==> config.mk <==
export PLATFORM = sky130hd
export DESIGN_NAME = fit_block_allocator_flat
export DESIGN_NICKNAME = d
export VERILOG_FILES = /design/src/fba_pkg.sv /design/src/fba_if.sv /design/src/fit_block_allocator.sv /design/src/fba_cfg.sv /design/src/fba_store.sv /design/src/fba_seq.sv /design/src/flat_wrapper.sv
export SDC_FILE = /design/constraint.sdc
export NUM_CORES = 1
export LEC_CHECK = 0
export BUFFER_PORTS_ARGS = -buffer_cell sky130_fd_sc_hd__buf_2
export CAP_MARGIN = 20
export CORE_ASPECT_RATIO = 0.6
export CORE_UTILIZATION = 35
export CTS_BUF_LIST = sky130_fd_sc_hd__clkbuf_4 sky130_fd_sc_hd__clkbuf_8
export DETAILED_ROUTE_END_ITERATION = 10
export PLACE_DENSITY = 0.55
export SLEW_MARGIN = 20
export SYNTH_ARGS = -nofsm -noshare
export SYNTH_HDL_FRONTEND = slang
export SYNTH_HIERARCHICAL = 1
export SYNTH_SLANG_ARGS = --single-unit
==> constraint.sdc <==
create_clock -name clk -period 5.7 [get_ports clk]
set_input_delay 0.855 -clock clk [delete_from_list [all_inputs] [get_ports clk]]
set_output_delay 0.855 -clock clk [all_outputs]
set_load 0.01 [all_outputs]
==> src/fba_pkg.sv <==
// ----------------------------------------------------------------------------
// fba_pkg
// Shared types and codes for the fit block allocator: item kinds, placement
// policies, result status codes, register map and control structs.
// ----------------------------------------------------------------------------
package fba_pkg;

	// Fixed field widths on the channels
	localparam int SIZE_IN_W = 16;
	localparam int BLK_W     = 4;

	// Item kinds
	localparam logic CMD_ALLOC = 1'b0;
	localparam logic CMD_LOAD  = 1'b1;

	// Placement policies (the unused code acts as first fit)
	localparam logic [1:0] MODE_FIRST = 2'd0;
	localparam logic [1:0] MODE_BEST  = 2'd1;
	localparam logic [1:0] MODE_WORST = 2'd2;

	// Result status
	typedef enum logic [1:0] {
		ST_ALLOC = 2'd0,
		ST_NOFIT = 2'd1,
		ST_LOAD  = 2'd2
	} status_t;

	// Register map: register index is paddr[2]
	localparam int         PADDR_W      = 3;
	localparam logic       REG_FIT_MODE = 1'b0;
	localparam logic       REG_BLOCKS   = 1'b1;
	localparam logic [4:0] BLOCKS_RESET = 5'd16;

	// Configuration seen by the sequencer
	typedef struct packed {
		logic [1:0] fit_mode;
		logic [4:0] blocks_in_use;
	} cfg_t;

	// Block store port strobes
	typedef struct packed {
		logic rd_en;
		logic wr_en;
	} store_ctl_t;

endpackage

==> src/fba_if.sv <==
// ----------------------------------------------------------------------------
// fba_in_if / fba_out_if
// Valid/ready channels of the fit block allocator: request items in,
// result items out.
// ----------------------------------------------------------------------------
interface fba_in_if;
	logic        valid;
	logic        ready;
	logic        cmd;
	logic [3:0]  block_index;
	logic [15:0] size_value;

	modport source (output valid, cmd, block_index, size_value, input ready);
	modport sink   (input valid, cmd, block_index, size_value, output ready);
endinterface

interface fba_out_if;
	logic        valid;
	logic        ready;
	logic [1:0]  status;
	logic [3:0]  chosen_block;
	logic [15:0] remaining;

	modport source (output valid, status, chosen_block, remaining, input ready);
	modport sink   (input valid, status, chosen_block, remaining, output ready);
endinterface

==> src/fit_block_allocator.sv <==
// ----------------------------------------------------------------------------
// fit_block_allocator
// First / best / worst fit placement over a set of memory blocks with
// per-block free capacity, loaded and allocated by request transactions.
//
//   channel   dir  handshake        payload
//   in_ch     in   valid/ready      cmd, block_index, size_value
//   out_ch    out  valid/ready      status, chosen_block, remaining
//   apb       in   psel/penable     paddr, pwdata -> prdata (pready tied high)
//
// A load transaction goes straight to write-back and result; an allocate
// first scans the active blocks, with one store read and one fit compare
// per cycle plus a final compare cycle to drain the read.
// One transaction is in work at a time; in_ch.ready is high only when idle.
// A finished result sits in the output register while the next transaction
// is accepted; a stalled output holds the sequencer before its final step.
// Reset is asynchronous, active low, and makes every block read as zero.
// ----------------------------------------------------------------------------
module fit_block_allocator import fba_pkg::*; #(
	parameter int NUM_BLOCKS = 16,
	parameter int SIZE_BITS  = 16
) (
	input  logic               clk,
	input  logic               arst_n,
	fba_in_if.sink             in_ch,
	fba_out_if.source          out_ch,
	input  logic               psel,
	input  logic               penable,
	input  logic               pwrite,
	input  logic [PADDR_W-1:0] paddr,
	input  logic [31:0]        pwdata,
	output logic [31:0]        prdata,
	output logic               pready
);

	localparam int IDX_W = (NUM_BLOCKS > 1) ? $clog2(NUM_BLOCKS) : 1;

	cfg_t                 cfg;
	store_ctl_t           st_ctl;
	logic [IDX_W-1:0]     rd_addr;
	logic [IDX_W-1:0]     wr_addr;
	logic [SIZE_BITS-1:0] wr_data;
	logic [SIZE_BITS-1:0] rd_data;

	fba_cfg u_cfg (
		.clk     (clk),
		.arst_n  (arst_n),
		.psel    (psel),
		.penable (penable),
		.pwrite  (pwrite),
		.paddr   (paddr),
		.pwdata  (pwdata),
		.prdata  (prdata),
		.pready  (pready),
		.cfg     (cfg)
	);

	fba_store #(
		.NUM_BLOCKS (NUM_BLOCKS),
		.SIZE_BITS  (SIZE_BITS)
	) u_store (
		.clk     (clk),
		.arst_n  (arst_n),
		.ctl     (st_ctl),
		.rd_addr (rd_addr),
		.wr_addr (wr_addr),
		.wr_data (wr_data),
		.rd_data (rd_data)
	);

	fba_seq #(
		.NUM_BLOCKS (NUM_BLOCKS),
		.SIZE_BITS  (SIZE_BITS)
	) u_seq (
		.clk     (clk),
		.arst_n  (arst_n),
		.in_ch   (in_ch),
		.out_ch  (out_ch),
		.cfg     (cfg),
		.st_ctl  (st_ctl),
		.rd_addr (rd_addr),
		.wr_addr (wr_addr),
		.wr_data (wr_data),
		.rd_data (rd_data)
	);

	// scan reads and write-back never share a cycle
	a_rd_wr_excl: assert property (@(posedge clk) disable iff (!arst_n)
		!(st_ctl.rd_en && st_ctl.wr_en))
		else $error("store read and write in the same cycle");

	// store traffic only while a transaction is in work
	a_store_busy: assert property (@(posedge clk) disable iff (!arst_n)
		(st_ctl.rd_en || st_ctl.wr_en) |-> !in_ch.ready)
		else $error("store access while idle");

	// a new result only appears after a transaction was in work
	a_out_after_work: assert property (@(posedge clk) disable iff (!arst_n)
		$rose(out_ch.valid) |-> $past(!in_ch.ready))
		else $error("result raised without a transaction in work");

endmodule

==> src/fba_cfg.sv <==
// ----------------------------------------------------------------------------
// fba_cfg
// APB register file: placement policy and number of active blocks.
// ----------------------------------------------------------------------------
module fba_cfg import fba_pkg::*; (
	input  logic               clk,
	input  logic               arst_n,
	input  logic               psel,
	input  logic               penable,
	input  logic               pwrite,
	input  logic [PADDR_W-1:0] paddr,
	input  logic [31:0]        pwdata,
	output logic [31:0]        prdata,
	output logic               pready,
	output cfg_t               cfg
);

	logic [1:0] fit_mode_q;
	logic [4:0] blocks_q;
	logic       wr_stb;
	logic       reg_sel;

	assign pready  = 1'b1;
	assign wr_stb  = psel && penable && pwrite;
	assign reg_sel = paddr[PADDR_W-1];

	// register writes
	always_ff @(posedge clk or negedge arst_n) begin
		if (!arst_n) begin
			fit_mode_q <= MODE_FIRST;
			blocks_q   <= BLOCKS_RESET;
		end else if (wr_stb) begin
			case (reg_sel)
				REG_FIT_MODE: fit_mode_q <= pwdata[1:0];
				REG_BLOCKS:   blocks_q   <= pwdata[4:0];
				default:      ;
			endcase
		end
	end

	// read mux
	always_comb begin
		case (reg_sel)
			REG_FIT_MODE: prdata = {30'd0, fit_mode_q};
			REG_BLOCKS:   prdata = {27'd0, blocks_q};
			default:      prdata = '0;
		endcase
	end

	assign cfg.fit_mode      = fit_mode_q;
	assign cfg.blocks_in_use = blocks_q;

endmodule

==> src/fba_store.sv <==
// ----------------------------------------------------------------------------
// fba_store
// Block free-capacity memory: one write port, one registered read port.
// Per-entry valid bits make never-loaded blocks read as zero after reset.
// ----------------------------------------------------------------------------
module fba_store import fba_pkg::*; #(
	parameter  int NUM_BLOCKS = 16,
	parameter  int SIZE_BITS  = 16,
	localparam int IDX_W      = (NUM_BLOCKS > 1) ? $clog2(NUM_BLOCKS) : 1
) (
	input  logic                 clk,
	input  logic                 arst_n,
	input  store_ctl_t           ctl,
	input  logic [IDX_W-1:0]     rd_addr,
	input  logic [IDX_W-1:0]     wr_addr,
	input  logic [SIZE_BITS-1:0] wr_data,
	output logic [SIZE_BITS-1:0] rd_data
);

	logic [SIZE_BITS-1:0]  mem_q [NUM_BLOCKS];
	logic [NUM_BLOCKS-1:0] valid_q;
	logic [SIZE_BITS-1:0]  rd_data_q;

	// valid bits, cleared by reset
	always_ff @(posedge clk or negedge arst_n) begin
		if (!arst_n) begin
			valid_q <= '0;
		end else if (ctl.wr_en) begin
			valid_q[wr_addr] <= 1'b1;
		end
	end

	// storage and registered read
	always_ff @(posedge clk) begin
		if (ctl.wr_en) begin
			mem_q[wr_addr] <= wr_data;
		end
		if (ctl.rd_en) begin
			rd_data_q <= valid_q[rd_addr] ? mem_q[rd_addr] : '0;
		end
	end

	assign rd_data = rd_data_q;

endmodule

==> src/fba_seq.sv <==
// ----------------------------------------------------------------------------
// fba_seq
// Sequencer with one shared fit compare unit. An allocate scans the active
// blocks one per cycle keeping the pick, then writes back and holds the result.
// ----------------------------------------------------------------------------
module fba_seq import fba_pkg::*; #(
	parameter  int NUM_BLOCKS = 16,
	parameter  int SIZE_BITS  = 16,
	localparam int IDX_W      = (NUM_BLOCKS > 1) ? $clog2(NUM_BLOCKS) : 1
) (
	input  logic                 clk,
	input  logic                 arst_n,
	fba_in_if.sink               in_ch,
	fba_out_if.source            out_ch,
	input  cfg_t                 cfg,
	output store_ctl_t           st_ctl,
	output logic [IDX_W-1:0]     rd_addr,
	output logic [IDX_W-1:0]     wr_addr,
	output logic [SIZE_BITS-1:0] wr_data,
	input  logic [SIZE_BITS-1:0] rd_data
);

	localparam int CNT_W = $clog2(NUM_BLOCKS + 1);
	localparam int CMP_W = (SIZE_BITS > SIZE_IN_W) ? SIZE_BITS : SIZE_IN_W;

	typedef enum logic [1:0] {
		S_IDLE,
		S_SCAN,
		S_UPD,
		S_DONE
	} state_t;

	state_t                state_q;
	logic                  cmd_q;
	logic [BLK_W-1:0]      idx_q;
	logic [SIZE_IN_W-1:0]  size_q;
	logic [CNT_W-1:0]      active_q;
	logic [CNT_W-1:0]      rd_cnt_q;
	logic                  cmp_vld_q;
	logic [IDX_W-1:0]      cmp_idx_q;
	logic                  found_q;
	logic [IDX_W-1:0]      pick_q;
	logic [SIZE_BITS-1:0]  pick_cap_q;
	status_t               res_status_q;
	logic [BLK_W-1:0]      res_blk_q;
	logic [SIZE_IN_W-1:0]  res_rem_q;
	logic                  out_vld_q;
	status_t               out_status_q;
	logic [BLK_W-1:0]      out_blk_q;
	logic [SIZE_IN_W-1:0]  out_rem_q;

	logic                  rd_more;
	logic [CNT_W-1:0]      active_clamp;
	logic [CMP_W-1:0]      cap_x;
	logic [CMP_W-1:0]      size_x;
	logic [CMP_W-1:0]      pick_x;
	logic                  fits;
	logic                  better;
	logic                  take;
	logic                  load_ok;
	logic [SIZE_BITS-1:0]  new_cap;

	// active block count, clamped to the store depth
	assign active_clamp = (32'(cfg.blocks_in_use) > NUM_BLOCKS) ?
		CNT_W'(NUM_BLOCKS) : CNT_W'(cfg.blocks_in_use);

	assign rd_more = rd_cnt_q < active_q;
	assign load_ok = 32'(idx_q) < NUM_BLOCKS;

	// shared fit compare unit
	assign cap_x  = CMP_W'(rd_data);
	assign size_x = CMP_W'(size_q);
	assign pick_x = CMP_W'(pick_cap_q);
	assign fits   = cap_x >= size_x;

	always_comb begin
		case (cfg.fit_mode)
			MODE_BEST:  better = cap_x < pick_x;
			MODE_WORST: better = cap_x > pick_x;
			default:    better = 1'b0;
		endcase
	end

	assign take    = cmp_vld_q && fits && (!found_q || better);
	assign new_cap = SIZE_BITS'(pick_x - size_x);

	// store port
	assign st_ctl.rd_en = (state_q == S_SCAN) && rd_more;
	assign st_ctl.wr_en = (state_q == S_UPD) && ((cmd_q == CMD_LOAD) ? load_ok : found_q);
	assign rd_addr      = IDX_W'(rd_cnt_q);
	assign wr_addr      = (cmd_q == CMD_LOAD) ? IDX_W'(idx_q) : pick_q;
	assign wr_data      = (cmd_q == CMD_LOAD) ? SIZE_BITS'(size_q) : new_cap;

	// channels
	assign in_ch.ready         = (state_q == S_IDLE);
	assign out_ch.valid        = out_vld_q;
	assign out_ch.status       = out_status_q;
	assign out_ch.chosen_block = out_blk_q;
	assign out_ch.remaining    = out_rem_q;

	// sequencer and registered outputs
	always_ff @(posedge clk or negedge arst_n) begin
		if (!arst_n) begin
			state_q   <= S_IDLE;
			out_vld_q <= 1'b0;
			cmp_vld_q <= 1'b0;
			found_q   <= 1'b0;
			rd_cnt_q  <= '0;
			active_q  <= '0;
		end else begin
			// result taken; the final step reloads the register itself
			if (out_vld_q && out_ch.ready && (state_q != S_DONE)) begin
				out_vld_q <= 1'b0;
			end
			case (state_q)
				S_IDLE: begin
					if (in_ch.valid) begin
						cmd_q     <= in_ch.cmd;
						idx_q     <= in_ch.block_index;
						size_q    <= in_ch.size_value;
						rd_cnt_q  <= '0;
						found_q   <= 1'b0;
						cmp_vld_q <= 1'b0;
						active_q  <= active_clamp;
						state_q   <= (in_ch.cmd == CMD_LOAD) ? S_UPD : S_SCAN;
					end
				end
				S_SCAN: begin
					cmp_vld_q <= rd_more;
					cmp_idx_q <= IDX_W'(rd_cnt_q);
					if (rd_more) begin
						rd_cnt_q <= rd_cnt_q + 1'b1;
					end
					if (take) begin
						found_q    <= 1'b1;
						pick_q     <= cmp_idx_q;
						pick_cap_q <= rd_data;
					end
					if (!rd_more && !cmp_vld_q) begin
						state_q <= S_UPD;
					end
				end
				S_UPD: begin
					if (cmd_q == CMD_LOAD) begin
						res_status_q <= ST_LOAD;
						res_blk_q    <= idx_q;
						res_rem_q    <= load_ok ? SIZE_IN_W'(SIZE_BITS'(size_q)) : '0;
					end else if (found_q) begin
						res_status_q <= ST_ALLOC;
						res_blk_q    <= BLK_W'(pick_q);
						res_rem_q    <= SIZE_IN_W'(new_cap);
					end else begin
						res_status_q <= ST_NOFIT;
						res_blk_q    <= '0;
						res_rem_q    <= '0;
					end
					state_q <= S_DONE;
				end
				S_DONE: begin
					if (!out_vld_q || out_ch.ready) begin
						out_vld_q    <= 1'b1;
						out_status_q <= res_status_q;
						out_blk_q    <= res_blk_q;
						out_rem_q    <= res_rem_q;
						state_q      <= S_IDLE;
					end
				end
				default: state_q <= S_IDLE;
			endcase
		end
	end

endmodule
==> src/flat_wrapper.sv <==
// flat-port wrapper written by rule: the top's interface ports become plain ports
module fit_block_allocator_flat import fba_pkg::*;
#(
	parameter int NUM_BLOCKS = 16,
	parameter int SIZE_BITS  = 16
)
  (clk, arst_n, psel, penable, pwrite, paddr, pwdata, prdata, pready, in_ch_valid, in_ch_cmd, in_ch_block_index, in_ch_size_value, in_ch_ready, out_ch_valid, out_ch_status, out_ch_chosen_block, out_ch_remaining, out_ch_ready);
  fba_in_if in_ch_i ();
  fba_out_if out_ch_i ();
  input  logic clk;
  input  logic arst_n;
  input  logic psel;
  input  logic penable;
  input  logic pwrite;
  input  logic [PADDR_W-1:0] paddr;
  input  logic [31:0] pwdata;
  output logic [31:0] prdata;
  output logic pready;
  input wire logic [$bits(in_ch_i.valid)-1:0] in_ch_valid;
  input wire logic [$bits(in_ch_i.cmd)-1:0] in_ch_cmd;
  input wire logic [$bits(in_ch_i.block_index)-1:0] in_ch_block_index;
  input wire logic [$bits(in_ch_i.size_value)-1:0] in_ch_size_value;
  output wire logic [$bits(in_ch_i.ready)-1:0] in_ch_ready;
  output wire logic [$bits(out_ch_i.valid)-1:0] out_ch_valid;
  output wire logic [$bits(out_ch_i.status)-1:0] out_ch_status;
  output wire logic [$bits(out_ch_i.chosen_block)-1:0] out_ch_chosen_block;
  output wire logic [$bits(out_ch_i.remaining)-1:0] out_ch_remaining;
  input wire logic [$bits(out_ch_i.ready)-1:0] out_ch_ready;
  assign in_ch_i.valid = in_ch_valid;
  assign in_ch_i.cmd = in_ch_cmd;
  assign in_ch_i.block_index = in_ch_block_index;
  assign in_ch_i.size_value = in_ch_size_value;
  assign in_ch_ready = in_ch_i.ready;
  assign out_ch_valid = out_ch_i.valid;
  assign out_ch_status = out_ch_i.status;
  assign out_ch_chosen_block = out_ch_i.chosen_block;
  assign out_ch_remaining = out_ch_i.remaining;
  assign out_ch_i.ready = out_ch_ready;
  fit_block_allocator #(.NUM_BLOCKS(NUM_BLOCKS), .SIZE_BITS(SIZE_BITS)) u_core (.clk(clk), .arst_n(arst_n), .in_ch(in_ch_i), .out_ch(out_ch_i), .psel(psel), .penable(penable), .pwrite(pwrite), .paddr(paddr), .pwdata(pwdata), .prdata(prdata), .pready(pready));
endmodule
==> results.sh <==
export IMPL_dp_slack_ps=2302
export IMPL_worst_slew_pin_slew_ps=1030
export IMPL_postCtsSetupBuffers=0
export IMPL_grt_pass1_vias=8897
export IMPL_ir_worst_vdd_mv=0.1925
export IMPL_worstRegToRegCells=8
export IMPL_root_buffer="clkbuf_8"
export IMPL_grt_pass1_wl_um=57620
export IMPL_yosysSeqAreaShare_pct=69.23
export IMPL_die_h_um=172.9
export IMPL_dr_pass1_iters=5
export IMPL_p_seq_share_pct=49.0
export IMPL_start_kind="register"
export IMPL_synth_top_area_cell="edfxtp_1"
export IMPL_ys_flop_type="edfxtp_1"
export IMPL_netlist_area_mm2=0.01704
export IMPL_fin_ws_ps=2187
export IMPL_fill_cells=4421
export IMPL_max_freq_mhz=284.7
export IMPL_internal_power_w=0.005556
export IMPL_status="completed"
export IMPL_layout_nets=1236
export IMPL_numCtsBuffers=54
export IMPL_critPathKind="register to register"
export IMPL_grt_max_degree=59
export IMPL_worst_setup_path_end_kind="register"
export IMPL_crit_reg2reg_capture="u_core/u_seq/pick_cap_q[2]$_DFFE_PP_"
export IMPL_synth_compound_area_share_pct=6.302
export IMPL_io_pins=120
export IMPL_synthXorXnorAreaFrac_pct=0.6684
export IMPL_pwr_share_clk_pct=26.4
export IMPL_ant_nets=0
export IMPL_cts_max_path_buffers=3
export IMPL_drive_above_1_share_pct=26.74
export IMPL_cp_required_ps=5960
export IMPL_period_share_pct=61.63
export IMPL_grt_usage_pct=15.69
export IMPL_die_w_um=286.8
export IMPL_synthTopCellsByCount="361 x edfxtp_1, 58 x ha_1, 58 x mux4_2"
export IMPL_syn_instance_count=1001
export IMPL_place_gp_congestion=0.8284
export IMPL_area_growth_syn_to_layout_pct=12.41
export IMPL_core_area_mm2=0.04794
export IMPL_slew_limit_headroom_pct=30.95
export IMPL_portBuffers=62
export IMPL_htreeDepth=2
export IMPL_share_comb_of_total_power_pct=24.6
export IMPL_num_antenna_cells=0
export IMPL_clk_latency_ps=620
export IMPL_start_util_pct=35.53
export IMPL_cp_arrival_ps=3770
export IMPL_die_area_mm2=0.04959
export IMPL_synthSimpleGateAreaFrac_pct=5.163
export IMPL_ys_ff_latch=399
export IMPL_clock_sinks=399
export IMPL_synth_warnings=6
export IMPL_route_vias_total=9099
export IMPL_vias_per_cell=5.089
export IMPL_tns_ps=0
export IMPL_tritoncts="yes"
export IMPL_ff2ff_setup_slack_ps=2190
export IMPL_regArea_mm2=0.01180
export IMPL_p_leak_nw=6.793
export IMPL_async_flop_share_pct=9.524
export IMPL_yosys_cell_count_top_type="edfxtp_1"
export IMPL_synth_area_leaders="edfxtp_1 64%, mux4_2 7.7%, dfrtp_1 5.4%"
export IMPL_synth_adder_area_share_pct=4.378
export IMPL_cts_repair_resized=0
export IMPL_p_sw_share_pct=30.16
export IMPL_p_sw_w=0.002399
export IMPL_setup_viol=0
export IMPL_synth_distinct_cells=63
export IMPL_multi_input_area_mm2=0.004811
export IMPL_rsz0062_at_grt="false"
export IMPL_cap_violations=0
export IMPL_grt_overflow=0
export IMPL_hpwl_um=24170
export IMPL_slew_viol_final=0
export IMPL_synth_edf_count=361
export IMPL_hold_class="primary input to async pin"
export IMPL_syn_area_per_cell_um2=17.02
export IMPL_wl_per_cell_um=21.54
export IMPL_crit_path_max_fanout=20
export IMPL_wl_um=38510
export IMPL_worst_r2r_startpoint="u_core/u_store/rd_data[3]$_SDFFCE_PN0P_"
export IMPL_drc=0
export IMPL_hold_slack_ps=306.1
export IMPL_hold_viol=0
export IMPL_period_needed_ps=3513
export IMPL_yosys_area_top_type_share_pct=63.64
export IMPL_cts_hold_fix_buffers=0
export IMPL_power_density_mw_per_mm2=415.4
export IMPL_skew_ps=31.53
export IMPL_drtIter0Drc=952
export IMPL_path_clk_slew_ps=70
export IMPL_rows=62
export IMPL_synth_top_family_by_area="multiplexers"
export IMPL_synthMuxAreaShare_pct=10.50
export IMPL_antenna_found_initial=0
## placed cells by master, fill, tap and decap left out, types with 5 or more instances in the layout
master	synthesis	final
nor2_2	0	8
clkbuf_4	0	25
buf_2	9	62
inv_1	49	49
o21ai_0	39	39
a21oi_1	45	44
mux2_2	15	15
mux4_1	10	10
and2_1	6	5
nand2_1	32	32
a22oi_1	33	33
nand2b_1	13	13
nor3_1	10	6
clkbuf_8	0	55
or2_2	16	16
dfrtp_1	37	35
nand4_1	9	9
nor2_4	0	5
clkinv_1	1	7
mux4_2	58	58
conb_1	2	28
mux2i_1	5	5
nor2_1	26	13
nor2b_1	23	23
nand3_1	9	9
ha_1	58	58
a21o_1	17	17
edfxtp_1	361	361
xnor2_1	9	8
buf_4	38	33
## worst max-delay path: stages (launching register included)
cell      delay (ps)
edfxtp_1         460
ha_1             350
and3_1           200
a221oi_1         750
nor2_1            80
nor3_1           550
mux2i_1          180
a211oi_2         240
buf_4            340
## stage by stage
step	power, W	util, %	area (um^2)	instances
6_report	0.007955	39.94	19150	1788
5_1_grt	0.008377	39.94	19150	1788
4_1_cts	0.008039	39.94	19150	1788
3_5_place_dp	0.005927	37.86	18150	1698
3_3_place_gp	0.005888	37.82	18130	1697
2_1_floorplan	0.005339	-	17130	1027
## flip-flops by register name (all words and copies together), names as in the netlist, 16 cells and up
name,count
u_core/u_seq/out_ch.remaining,16
u_core/u_seq/pick_cap_q,16
u_core/u_seq/size_q,16
u_core/u_store/valid_q,16
u_core/u_seq/res_rem_q,16
u_core/u_store/mem_q,256
u_core/u_store/rd_data,16
## cell families after synthesis
logic type | after synthesis
DFF | 399
AOI/OAI and AO/OA | 164
and+or+nand+nor | 162
buffers and inverters | 114
muxes | 88
adders and majority gates | 59
xor gates and xnor gates | 13
other | 2
## worst max path at each step
stage               slack, ps                                endpoint                                     from
CTS                      2290   u_core/u_store/mem_q[0][11]$_DFFE_PP_             u_core/u_seq/cmd_q$_DFFE_PP_
floorplan                2160    u_core/u_seq/pick_cap_q[0]$_DFFE_PP_  u_core/u_store/rd_data[3]$_SDFFCE_PN0P_
detailed placement       2300    u_core/u_store/mem_q[0][1]$_DFFE_PP_             u_core/u_seq/cmd_q$_DFFE_PP_
global route             2160    u_core/u_store/mem_q[0][8]$_DFFE_PP_             u_core/u_seq/cmd_q$_DFFE_PP_
global placement         2260  u_core/u_store/mem_q[14][15]$_DFFE_PP_        u_core/u_seq/size_q[12]$_DFFE_PP_
finish                   2190    u_core/u_seq/pick_cap_q[2]$_DFFE_PP_  u_core/u_store/rd_data[3]$_SDFFCE_PN0P_
## layer usage
metal | vias to the layer above | track usage (%) | share of wire, %
met3 | 36 | 3.298 | 7.4
li1 | 4093 | - | -
met1 | 4676 | 26.56 | 52
met4 | 0 | 2.593 | 0.95
met5 | - | 0 | 0
met2 | 294 | 20.31 | 40
## area by class of cell
cell class / count / share of cell area (%)
clock inverter: 10 / 0.2614
clock buffer: 80 / 4.933
timing repair buffer: 95 / 2.914
inverter: 50 / 0.9801
multi-input combinational: 514 / 25.12
tap: 640 / 4.182
sequential: 399 / 61.61
## power groups by stage
stage	sequential (W)	combinational (W)	clock, W
2_1_floorplan	0.00384	0.00150	0
3_3_place_gp	0.00396	0.00193	0
3_5_place_dp	0.00397	0.00196	0
4_1_cts	0.00391	0.00197	0.00216
5_1_grt	0.00395	0.00214	0.00229
6_report	0.00390	0.00196	0.00210
No activity file was read; power rests on OpenSTA's default activity.
